--- src/rtl/core/psd_pkg.sv ---
package psd_pkg;

  localparam int unsigned PtsWidth = 23;
  localparam int unsigned DivInWidth = 30;
  localparam int unsigned RecipWidth = 31;
  localparam int unsigned RecipShift = 38;
  localparam logic [RecipWidth-1:0] Recip225 = 31'd1221679587;

  localparam logic [7:0] CodeEnd     = 8'hb9;
  localparam logic [7:0] CodePack    = 8'hba;
  localparam logic [7:0] CodePriv1   = 8'hbd;
  localparam logic [7:0] CodePadding = 8'hbe;

  typedef enum logic [2:0] {
    KIND_PAYLOAD = 3'd0,
    KIND_PACKVER = 3'd1,
    KIND_HDRLEN  = 3'd2,
    KIND_UNKNOWN = 3'd3,
    KIND_MPEG1   = 3'd4
  } kind_t;

  typedef struct packed {
    kind_t                kind;
    logic [7:0]           payload_byte;
    logic [7:0]           stream_id;
    logic [PtsWidth-1:0]  pts_centis;
    logic                 pts_marker_bad;
    logic                 last_of_packet;
  } result_t;

  typedef struct packed {
    logic                  go;
    logic                  markers_ok;
    logic [DivInWidth-1:0] ticks_div4;
  } div_req_t;

endpackage

--- src/rtl/core/psd_pts_div.sv ---
module psd_pts_div (
  input  logic                              clk,
  input  logic                              rst,
  input  psd_pkg::div_req_t                 req,
  output logic [psd_pkg::PtsWidth-1:0]      pts_centis,
  output logic                              pts_marker_bad
);

  logic [psd_pkg::DivInWidth-1:0] ticks;
  logic                           mul_go;
  logic [psd_pkg::DivInWidth+psd_pkg::RecipWidth-1:0] prod;
  logic                           bad;

  always_ff @(posedge clk) begin
    if (rst) begin
      mul_go <= 1'b0;
      bad    <= 1'b0;
      prod   <= '0;
    end else begin
      mul_go <= req.go && req.markers_ok;
      if (req.go) begin
        bad <= !req.markers_ok;
      end
      if (mul_go) begin
        prod <= ticks * psd_pkg::Recip225;
      end
    end
    if (req.go) begin
      ticks <= req.ticks_div4;
    end
  end

  assign pts_centis = bad ? '0 :
    prod[psd_pkg::RecipShift +: psd_pkg::PtsWidth];
  assign pts_marker_bad = bad;

endmodule

--- src/rtl/core/psd_parser.sv ---
module psd_parser (
  input  logic                          clk,
  input  logic                          rst,
  input  logic                          in_fire,
  input  logic [7:0]                    data_byte,
  input  logic [psd_pkg::PtsWidth-1:0]  pts_centis,
  input  logic                          pts_marker_bad,
  output logic                          push,
  output psd_pkg::result_t              item,
  output psd_pkg::div_req_t             div_req
);

  typedef enum logic [4:0] {
    HUNT, PACKVER, SKIP, SKLEN_HI, SKLEN_LO, PLEN_HI, PLEN_LO, PFIRST, STD,
    AFTERSTD, FLAGS, HDRLEN, PTS0, PTS1, PTS2, PTS3, PTS4, HDRSKIP, SUBID, PAYLOAD
  } phase_t;

  phase_t      phase, phase_next;
  logic [23:0] sync, sync_next;
  logic [15:0] pkt_rem, pkt_rem_next;
  logic [7:0]  hdr_rem, hdr_rem_next;
  logic [7:0]  flags, flags_next;
  logic [31:0] pts_bytes, pts_bytes_next;
  logic [7:0]  sub, sub_next;
  logic        emit;
  psd_pkg::kind_t kind;
  logic        last;
  logic [9:0]  need;
  logic        has_pts;
  logic [31:0] ticks;
  logic        markers_ok;
  logic        div_go;

  assign has_pts = flags[7:6] == 2'b10;
  assign need = {2'b00, hdr_rem} + 10'd2 + {2'b00, data_byte};
  assign ticks = {pts_bytes[26:25], pts_bytes[23:16], pts_bytes[15:9],
                  pts_bytes[7:0], data_byte[7:1]};
  assign markers_ok = (pts_bytes[31:28] == 4'h2) && pts_bytes[24] &&
                      pts_bytes[8] && data_byte[0];

  always_comb begin
    phase_next     = phase;
    sync_next      = sync;
    pkt_rem_next   = pkt_rem;
    hdr_rem_next   = hdr_rem;
    flags_next     = flags;
    pts_bytes_next = pts_bytes;
    sub_next       = sub;
    emit           = 1'b0;
    kind           = psd_pkg::KIND_PAYLOAD;
    last           = 1'b0;
    div_go         = 1'b0;
    if (in_fire) begin
      unique case (phase)
        HUNT: begin
          if (sync != 24'h000001) begin
            sync_next = {sync[15:0], data_byte};
          end else begin
            sync_next = 24'hffffff;
            if (data_byte == psd_pkg::CodeEnd) begin
              phase_next = HUNT;
            end else if (data_byte == psd_pkg::CodePack) begin
              phase_next = PACKVER;
            end else if (data_byte == psd_pkg::CodePriv1) begin
              phase_next = PLEN_HI;
            end else if (data_byte == psd_pkg::CodePadding ||
                         (data_byte >= 8'hc0 && data_byte < 8'hf0)) begin
              phase_next = SKLEN_HI;
            end else begin
              emit = 1'b1;
              kind = psd_pkg::KIND_UNKNOWN;
            end
          end
        end
        PACKVER: begin
          if (data_byte[7:6] == 2'b01) begin
            pkt_rem_next = 16'd9;
            phase_next   = SKIP;
          end else if (data_byte[7:4] == 4'h2) begin
            pkt_rem_next = 16'd7;
            phase_next   = SKIP;
          end else begin
            phase_next = HUNT;
            sync_next  = 24'hffffff;
            emit       = 1'b1;
            kind       = psd_pkg::KIND_PACKVER;
          end
        end
        SKIP: begin
          pkt_rem_next = pkt_rem - 16'd1;
          if (pkt_rem == 16'd1) begin
            phase_next = HUNT;
            sync_next  = 24'hffffff;
          end
        end
        SKLEN_HI: begin
          pkt_rem_next = {data_byte, 8'h00};
          phase_next   = SKLEN_LO;
        end
        SKLEN_LO: begin
          pkt_rem_next = {pkt_rem[15:8], data_byte};
          if ({pkt_rem[15:8], data_byte} == 16'd0) begin
            phase_next = HUNT;
            sync_next  = 24'hffffff;
          end else begin
            phase_next = SKIP;
          end
        end
        PLEN_HI: begin
          pkt_rem_next = {data_byte, 8'h00};
          phase_next   = PLEN_LO;
        end
        PLEN_LO: begin
          pkt_rem_next = {pkt_rem[15:8], data_byte};
          phase_next   = PFIRST;
        end
        PFIRST, AFTERSTD: begin
          hdr_rem_next = (phase == PFIRST) ? 8'd1 : 8'd3;
          if (phase == PFIRST && data_byte[7:6] == 2'b01) begin
            phase_next = STD;
          end else if (data_byte[7:5] == 3'b001) begin
            phase_next = HUNT;
            sync_next  = 24'hffffff;
            emit       = 1'b1;
            kind       = psd_pkg::KIND_MPEG1;
          end else if (data_byte[7:6] == 2'b10) begin
            phase_next = FLAGS;
          end else begin
            phase_next = HUNT;
            sync_next  = 24'hffffff;
          end
        end
        STD: begin
          hdr_rem_next = 8'd2;
          phase_next   = AFTERSTD;
        end
        FLAGS: begin
          hdr_rem_next = hdr_rem + 8'd1;
          flags_next   = data_byte;
          phase_next   = HDRLEN;
        end
        HDRLEN: begin
          if ({6'd0, need} > pkt_rem || (has_pts && data_byte < 8'd5)) begin
            phase_next = HUNT;
            sync_next  = 24'hffffff;
            emit       = 1'b1;
            kind       = psd_pkg::KIND_HDRLEN;
          end else begin
            pkt_rem_next = pkt_rem - {8'd0, hdr_rem} - 16'd1;
            hdr_rem_next = data_byte;
            if (has_pts) begin
              phase_next = PTS0;
            end else begin
              phase_next = (data_byte == 8'd0) ? SUBID : HDRSKIP;
            end
          end
        end
        PTS0, PTS1, PTS2, PTS3, PTS4: begin
          pts_bytes_next = {pts_bytes[23:0], data_byte};
          hdr_rem_next   = hdr_rem - 8'd1;
          pkt_rem_next   = pkt_rem - 16'd1;
          if (phase == PTS4) begin
            div_go     = 1'b1;
            phase_next = (hdr_rem == 8'd1) ? SUBID : HDRSKIP;
          end else begin
            phase_next = phase_t'(phase + 5'd1);
          end
        end
        HDRSKIP: begin
          hdr_rem_next = hdr_rem - 8'd1;
          pkt_rem_next = pkt_rem - 16'd1;
          if (hdr_rem == 8'd1) begin
            phase_next = SUBID;
          end
        end
        SUBID: begin
          sub_next     = data_byte;
          pkt_rem_next = pkt_rem - 16'd1;
          if (pkt_rem == 16'd1) begin
            phase_next = HUNT;
            sync_next  = 24'hffffff;
          end else begin
            phase_next = PAYLOAD;
          end
        end
        PAYLOAD: begin
          pkt_rem_next = pkt_rem - 16'd1;
          emit         = 1'b1;
          last         = pkt_rem == 16'd1;
          if (pkt_rem == 16'd1) begin
            phase_next = HUNT;
            sync_next  = 24'hffffff;
          end
        end
        default: begin
          phase_next = HUNT;
          sync_next  = 24'hffffff;
        end
      endcase
    end
  end

  assign div_req = {div_go, markers_ok, ticks[31:2]};

  assign push = emit;
  assign item = {kind,
                 (kind == psd_pkg::KIND_PAYLOAD) ? data_byte : 8'd0,
                 (kind == psd_pkg::KIND_PAYLOAD) ? sub : 8'd0,
                 pts_centis, pts_marker_bad, last};

  always_ff @(posedge clk) begin
    if (rst) begin
      phase     <= HUNT;
      sync      <= 24'hffffff;
      pkt_rem   <= '0;
      hdr_rem   <= '0;
      flags     <= '0;
      pts_bytes <= '0;
      sub       <= '0;
    end else begin
      phase     <= phase_next;
      sync      <= sync_next;
      pkt_rem   <= pkt_rem_next;
      hdr_rem   <= hdr_rem_next;
      flags     <= flags_next;
      pts_bytes <= pts_bytes_next;
      sub       <= sub_next;
    end
  end

endmodule

--- src/rtl/core/psd_fifo.sv ---
module psd_fifo (
  input  logic             clk,
  input  logic             rst,
  input  logic             push,
  input  psd_pkg::result_t wr_item,
  output logic             full,
  output logic             out_valid,
  input  logic             out_ready,
  output psd_pkg::result_t rd_item
);

  psd_pkg::result_t slots [2];
  logic       wr_ptr;
  logic       rd_ptr;
  logic [1:0] count;
  logic       pop;

  assign pop = out_valid && out_ready;
  assign full = count == 2'd2;
  assign out_valid = count != 2'd0;
  assign rd_item = slots[rd_ptr];

  always_ff @(posedge clk) begin
    if (rst) begin
      wr_ptr <= 1'b0;
      rd_ptr <= 1'b0;
      count  <= 2'd0;
    end else begin
      if (push) begin
        wr_ptr <= !wr_ptr;
      end
      if (pop) begin
        rd_ptr <= !rd_ptr;
      end
      count <= count + {1'b0, push} - {1'b0, pop};
    end
    if (push) begin
      slots[wr_ptr] <= wr_item;
    end
  end

`ifndef ASSERT_OFF
  a_count_bound: assert property (@(posedge clk) disable iff (rst) count <= 2'd2)
    else $error("queue count out of range");
  a_no_overflow: assert property (@(posedge clk) disable iff (rst) full |-> !push)
    else $error("push into full queue");
  a_ptr_match: assert property (@(posedge clk) disable iff (rst)
    (count == 2'd0 || count == 2'd2) |-> wr_ptr == rd_ptr)
    else $error("queue pointers disagree with count");
`endif

endmodule

--- src/rtl/core/program_stream_subtitle_demux.sv ---
// Subtitle demultiplexer for an MPEG program stream.
// The slave channel takes one stream byte per transaction in s_tdata. The
// master channel gives one result per transaction: m_tuser holds the kind
// (payload or one of four error codes), m_tlast marks the final payload
// byte of a packet, and m_tdata holds payload byte, substream id, time in
// hundredths of a second and the bad-marker flag.
// A byte is parsed in the cycle it is accepted, so one byte per cycle is
// sustained while the queue is not full; a result it causes is queued. The
// time is divided by 900 in a reciprocal multiplier with registered operand
// and product that finishes before the packet's first payload byte arrives.
// A two-entry result queue parts the channels: while results wait, bytes
// keep flowing until the queue is full, and then s_tready drops until the
// receiver takes a result. While the queue is full no byte is taken,
// whether or not it would cause a result.
// Reset starts the start-code hunt with an empty queue and zero time.
module program_stream_subtitle_demux (
  input  logic        clk,
  input  logic        rst,
  input  logic        s_tvalid,
  output logic        s_tready,
  input  logic [7:0]  s_tdata,   // data_byte
  output logic        m_tvalid,
  input  logic        m_tready,
  output logic [39:0] m_tdata,   // payload_byte, stream_id, pts_centis, pts_marker_bad
  output logic [2:0]  m_tuser,   // kind
  output logic        m_tlast
);

  logic                          in_fire;
  logic                          push;
  logic                          full;
  psd_pkg::result_t              wr_item;
  psd_pkg::result_t              rd_item;
  psd_pkg::div_req_t             div_req;
  logic [psd_pkg::PtsWidth-1:0]  pts_centis;
  logic                          pts_marker_bad;

  assign s_tready = !full;
  assign in_fire = s_tvalid && s_tready;

  psd_parser u_parser (
    .clk            (clk),
    .rst            (rst),
    .in_fire        (in_fire),
    .data_byte      (s_tdata),
    .pts_centis     (pts_centis),
    .pts_marker_bad (pts_marker_bad),
    .push           (push),
    .item           (wr_item),
    .div_req        (div_req)
  );

  psd_pts_div u_div (
    .clk            (clk),
    .rst            (rst),
    .req            (div_req),
    .pts_centis     (pts_centis),
    .pts_marker_bad (pts_marker_bad)
  );

  psd_fifo u_fifo (
    .clk       (clk),
    .rst       (rst),
    .push      (push),
    .wr_item   (wr_item),
    .full      (full),
    .out_valid (m_tvalid),
    .out_ready (m_tready),
    .rd_item   (rd_item)
  );

  assign m_tdata = {rd_item.pts_marker_bad, rd_item.pts_centis,
                    rd_item.stream_id, rd_item.payload_byte};
  assign m_tuser = rd_item.kind;
  assign m_tlast = rd_item.last_of_packet;

endmodule

--- config.mk ---
export PLATFORM = sky130hd
export DESIGN_NAME = program_stream_subtitle_demux
export DESIGN_NICKNAME = d
export VERILOG_FILES = /design/src/rtl/core/psd_pkg.sv /design/src/rtl/core/psd_pts_div.sv /design/src/rtl/core/psd_parser.sv /design/src/rtl/core/psd_fifo.sv /design/src/rtl/core/program_stream_subtitle_demux.sv
export SDC_FILE = /design/constraint.sdc
export NUM_CORES = 1
export LEC_CHECK = 0
export BUFFER_PORTS_ARGS = -buffer_cell sky130_fd_sc_hd__buf_2
export CAP_MARGIN = 20
export CORE_ASPECT_RATIO = 0.9
export CORE_MARGIN = 2
export CORE_UTILIZATION = 29
export DETAILED_ROUTE_END_ITERATION = 8
export PLACE_DENSITY = 0.52
export SYNTH_ARGS = -nofsm -noshare
export SYNTH_HDL_FRONTEND = slang
export SYNTH_HIERARCHICAL = 1
export SYNTH_SLANG_ARGS = --single-unit
--- constraint.sdc ---
create_clock -name clk -period 17.8 [get_ports clk]
set_input_delay 0.89 -clock clk [delete_from_list [all_inputs] [get_ports clk]]
set_output_delay 0.89 -clock clk [all_outputs]
set_load 0.005 [all_outputs]
; After elaboration in Yosys (flattened, before gate mapping)
; Memories as Yosys holds them, arrays and structs flattened. A register that Yosys moved wholly into a read port is not among the register bits.
; Index checks and enable logic that the tools add are counted.
[classes]
multipliers = 1
mux = 73
bitwise_logic = 2
n_eq_ne = 46
add_sub_neg = 10
n_lt_le_gt_ge = 4
reduce_logical = 40
[op_table]
columns = operator, n
row1 = 24-bit 2-to-1 mux, 9
row2 = 24-bit case mux with 7 select lines, 1
row3 = 16-bit case mux with 5 select lines, 1
row4 = 5-bit 2-to-1 mux, 14
row5 = 5-bit case mux with 14 select lines, 1
row6 = 30-bit by 31-bit multiplier with 61-bit output (second input constant), 1
row7 = 16-bit 2-to-1 mux, 3
row8 = 5-bit by 4-bit equality test with 1-bit output (second input constant), 8
row9 = 8-bit case mux with 5 select lines, 1
row10 = 8-bit equality test (second input constant), 4
row11 = 16-bit by 1-bit subtractor with 16-bit output (second input constant), 2
row12 = 3-bit 2-to-1 mux, 8
row13 = 8-bit 2-to-1 mux, 3
row14 = 24-bit by 1-bit != test with 1-bit output (second input constant), 1
row15 = 23-bit 2-to-1 mux, 1
row16 = 1-bit 2-to-1 mux, 21
row17 = 5-bit by 3-bit equality test with 1-bit output (second input constant), 4
row18 = 5-bit equality test (second input constant), 4
row19 = 16-bit by 1-bit equality test with 1-bit output (second input constant), 1
row20 = 10-bit by 16-bit greater-than comparator with 1-bit output, 1
row21 = 16-bit logical NOT, 1
row22 = 16-bit by 8-bit subtractor with 16-bit output, 1
row23 = 2-bit 2-to-1 mux, 7
row24 = 3-bit case mux with 4 select lines, 1
row25 = other kinds (45), 77
[totals]
word_cells = 192
input_bits = 12
n_memories = 1
out_inout_bits = 46
ram_bits = 88
ff_bits = 198
[mem_list]
columns = memory, depth, width, read_ports, rd_ports_with_merged_regs, write_ports, line_no
row1 = u_fifo.slots, 2, 44, 1, 1, 1, psd_fifo.sv:12  ; psd_pkg::result_t slots [2];

; Longest topological paths before layout
[depth]
word_depth = 12
mapped_depth = 26
depth_no_buf = 25

; Hierarchy
; The synthesis kept the hierarchy.
[modules_own_cells]
columns = mod, cells_each, seq_area_each_um2, n_inst, area_per_inst_um2
row1 = psd_pts_div, 1646, 1401.3, 1, 16636.0
row2 = psd_parser, 926, 1881.8, 1, 6995.5
row3 = psd_fifo, 160, 2742.6, 1, 3587.2
row4 = program_stream_subtitle_demux, 2, 0.0, 1, 10.0

; Worst setup path after synthesis
; Ideal clock, no wire load.
[synth_path]
path_kind = register -> register
startpoint = register u_div/ticks[19] in the netlist's numbering
endpoint = register u_div/prod[48] in the netlist's numbering
path_stages_with_launch = 24
period_less_slack_ns = 6.797
setup_time_ns = 0.122
path_slack_ns = 11.003
t_arrival_ns = 6.675
n_path_buf = 0
required_time_ns = 17.678
path_cell_list = edfxtp_1 > fa_1 > inv_1 > fa_1 > inv_1 > fa_1 > inv_1 > fa_1 > fa_1 > fa_1 > inv_1 > fa_1 > inv_1 > fa_1 > inv_1 > ha_1 > nand2_1 > o21ai_0 > a221oi_1 > o32ai_1 > nor4_1 > o21ai_1 > a31o_2 > a221o_1
[synth_via]
elab_chain_len = 1
[synth_lines]
columns = element, line_no
row1 = start: declaration, psd_pts_div.sv:9  ; logic [psd_pkg::DivInWidth-1:0] ticks;
row2 = start signal: assignment, psd_pts_div.sv:29  ; ticks <= req.ticks_div4;
row3 = 30-bit by 31-bit multiplier with 61-bit output, psd_pts_div.sv:25  ; prod <= ticks * psd_pkg::Recip225;
row4 = end signal: assignment, psd_pts_div.sv:25
row5 = end: declaration, psd_pts_div.sv:11  ; logic [psd_pkg::DivInWidth+psd_pkg::RecipWidth-1:0] prod;
; No other way between the ends.
; A chain may end at the register's enable or synchronous reset.

; Worst setup path after layout
[layout_path]
startpoint = register u_div/ticks[9] in the netlist's numbering
endpoint = register u_div/prod[48] in the netlist's numbering
; The elaborated chain is that of the path after synthesis.

==> out/metrics.yaml <==
status: "completed"
gp_congestion: 0.906
cts_sinks: 242
synth-seq-cells: 242
ir_drop_mv: 0.0824
area_delta_synth_final_pct: 7.41
critical_path_class: "flip-flop to flip-flop"
crit_arrival_ps: 8440
yosysTopAreaCell: "fa_1"
io_buffer_count: 57
hold_path.class: "flip-flop to flip-flop"
via_per_inst: 4.79
totalWireLength_mm: 73.0
critPathLaunchType: "flip-flop"
max_cap_violations: 0
dp_hpwl_mm: 59.0
ys_types: 101
pre_cts_slack_ps: 9840
setup_viol: 0
power.net_switching_mw: 0.297
dieArea_um2: 96400
ys.flop_type: "dfxtp_1"
rsz0062_at_grt: "no"
relSlewSlack_pct: 28.4
worst_pin_slew_ps: 1070
p_comb_share_pct: 7.0
tritoncts: "done"
synth.cell_area_um2: 27200
cts_buffer_depth: 3
drive_gt1_share_pct: 7.73
required_ps: 18230
fin_ws_ps: 9790
overflow: 0
nets: 3445
p_per_area_nw_per_um2: 42.3
place_inst: 3911
grt_pass1_vias: 19200
cts_setup_buffers: 0
hold_viol: 0
drt-pass1-iter-count: 5
cts_hold_buf: 0
boundaryPins: 58
setup_tns_ps: 0
seqPwrFrac_pct: 47.6
ant_nets: 0
vias: 19000
core_um2: 93000
grt_pass1_wl_mm: 114
final_max_slew_viol_count: 0
yosysWarnings: 6
wl_per_cell_um: 18.4
cts.htree.levels: 1
fmax_mhz: 125
hold_slack_ps: 455
intPower_mw: 0.941
grt_usage_pct: 15.2
clk_pin_slew_worst_paths_ps: 70
diodes: 0
grt_max_degree: 66
cp_max_fo: 9
die_y_um: 295
async_reset_ff_share_pct: 0
placementRows: 106
initial_core_util_pct: 29.3
root_buffer: "clkbuf_16"
endpoint_kind: "flip-flop"
final-instance-count-excl-fill: 3960
cts_buffers: 26
synth_edf_count: 118
insertion_delay_ps: 560
min_period_over_period_pct: 45.0
antenna_found_initial: 3
skew_ps: 24.2
synth_top_area_share_pct: 23.2
ys_top_cells_by_area: "fa_1, ha_1, edfxtp_1, dfxtp_1, inv_1"
drc: 0
syn_inst: 2734
yosysSeqAreaShare_pct: 22.1
netSwitchingFraction_pct: 24.0
syn_avg_cell_area_um2: 9.96
period_needed_ps: 8010
drt_iter0_drc: 1580
syn_nets: 3481
dieWidth_um: 327
pwr-share-clk_pct: 45.4
power.leakage_nw: 14.0
ctsResizeCount: 0
## synthesized netlist by cell type (all sizes together), types with 7 or more instances
cell and number:
a211oi 9, a21o 29, a21oi 159, a221o 13, a221oi 8, a31oi 14
and2 21, and3 10, buf 80, clkbuf 53, dfxtp 124, edfxtp 118
fa 315, ha 420, inv 530, mux2 48, nand2 169, nand2b 22
nand3 39, nand4 24, nor2 114, nor2b 46, nor3 55, nor4 19
o211ai 11, o21a 9, o21ai 61, o21bai 9, o22ai 9, o32ai 7
or2 15, or3 13, xnor2 30, xor2 7
## critical path, cell delays in order, from the launching register on
cell,delay (ps)
edfxtp_1,780
ha_1,370
inv_1,90
fa_1,720
fa_1,500
fa_1,510
fa_1,550
inv_1,60
fa_1,500
fa_1,420
ha_1,290
ha_1,390
nand4_1,360
nor4_1,730
nand3_1,300
a2111oi_2,360
nor4_1,160
o21ai_1,360
a311oi_1,160
a221o_1,270
## registers in the layout, indices dropped and copies added (netlist names), 5 cells and up, named ones only
name                count
u_div/prod             23
u_div/ticks            30
u_fifo/slots           88
u_parser/hdr_rem        8
u_parser/phase          5
u_parser/pkt_rem       16
u_parser/pts_bytes     31
u_parser/sub            8
u_parser/sync          24
## power by group through the flow
stage / combinational, mW / sequential [mW] / clock [mW]
floorplan: 0.0655 / 0.598 / 0
CTS: 0.0875 / 0.589 / 0.579
global placement: 0.0873 / 0.601 / 0
detailed placement: 0.0872 / 0.602 / 0
global route: 0.0942 / 0.590 / 0.602
finish: 0.0863 / 0.589 / 0.562
## cells in the final DEF (no fill, tap or decap), types with 27 or more instances in the layout
master,count
a21o_1,29
a21oi_1,158
buf_2,56
clkbuf_16,27
dfxtp_1,123
edfxtp_1,118
fa_1,315
ha_1,420
inv_1,530
mux2_4,40
nand2_1,169
nand3_1,39
nor2_1,112
nor2b_1,44
nor3_1,55
o21ai_0,55
xnor2_1,30
## per-layer routing
metal	vias up	wire, um	track usage (%)
li1	9079	-	-
met1	9391	35800	22.5
met2	436	32000	23.6
met3	70	3960	2.50
met4	2	1130	2.29
met5	-	20	0
## final cells by class
cell class              instances  area (um2)
fillers                      9645       63700
multi-input cells            1829       18400
flip-flops and latches        242        6030
inverters                     530        1990
well taps                    1242        1550
clock buffers                  35         756
repair buffers                 69         382
clock inverters                13         126
## final timing paths
kind | from | to | slack (ps) | cells past startpoint
worst max-delay path | u_div/ticks[9]$_DFFE_PP_ | u_div/prod[48]$_SDFFE_PP0P_ | 9790 | 19
worst min-delay path | u_parser/sub[0]$_SDFFE_PP0P_ | u_parser/sub[0]$_SDFFE_PP0P_ | 450 | 2
worst max register to register | u_div/ticks[9]$_DFFE_PP_ | u_div/prod[48]$_SDFFE_PP0P_ | 9790 | 19
worst min register to register | u_parser/sub[0]$_SDFFE_PP0P_ | u_parser/sub[0]$_SDFFE_PP0P_ | 450 | 2
## metrics by stage
step                utilization [%]  total power, mW  instance area, um2
floorplan                         -            0.664               27200
global placement               30.5            0.689               28400
detailed placement             30.5            0.689               28400
CTS                            31.4             1.26               29200
global route                   31.5             1.29               29200
finish                         31.5             1.24               29200
## kinds of logic (layout without fill, tap and decap cells)
kind of cell    after synthesis  count (layout)  synth area share, %
fa+ha+maj                   735             735                 42.5
flops                       242             242                 22.1
simple gates                579             579                 10.8
mux                          53              53                 2.72
xor+xnor                     38              38                 1.27
compound gates              424             424                 10.3
buf+inv                     663             647                 10.3
Power figures use the tool's default switching activity.
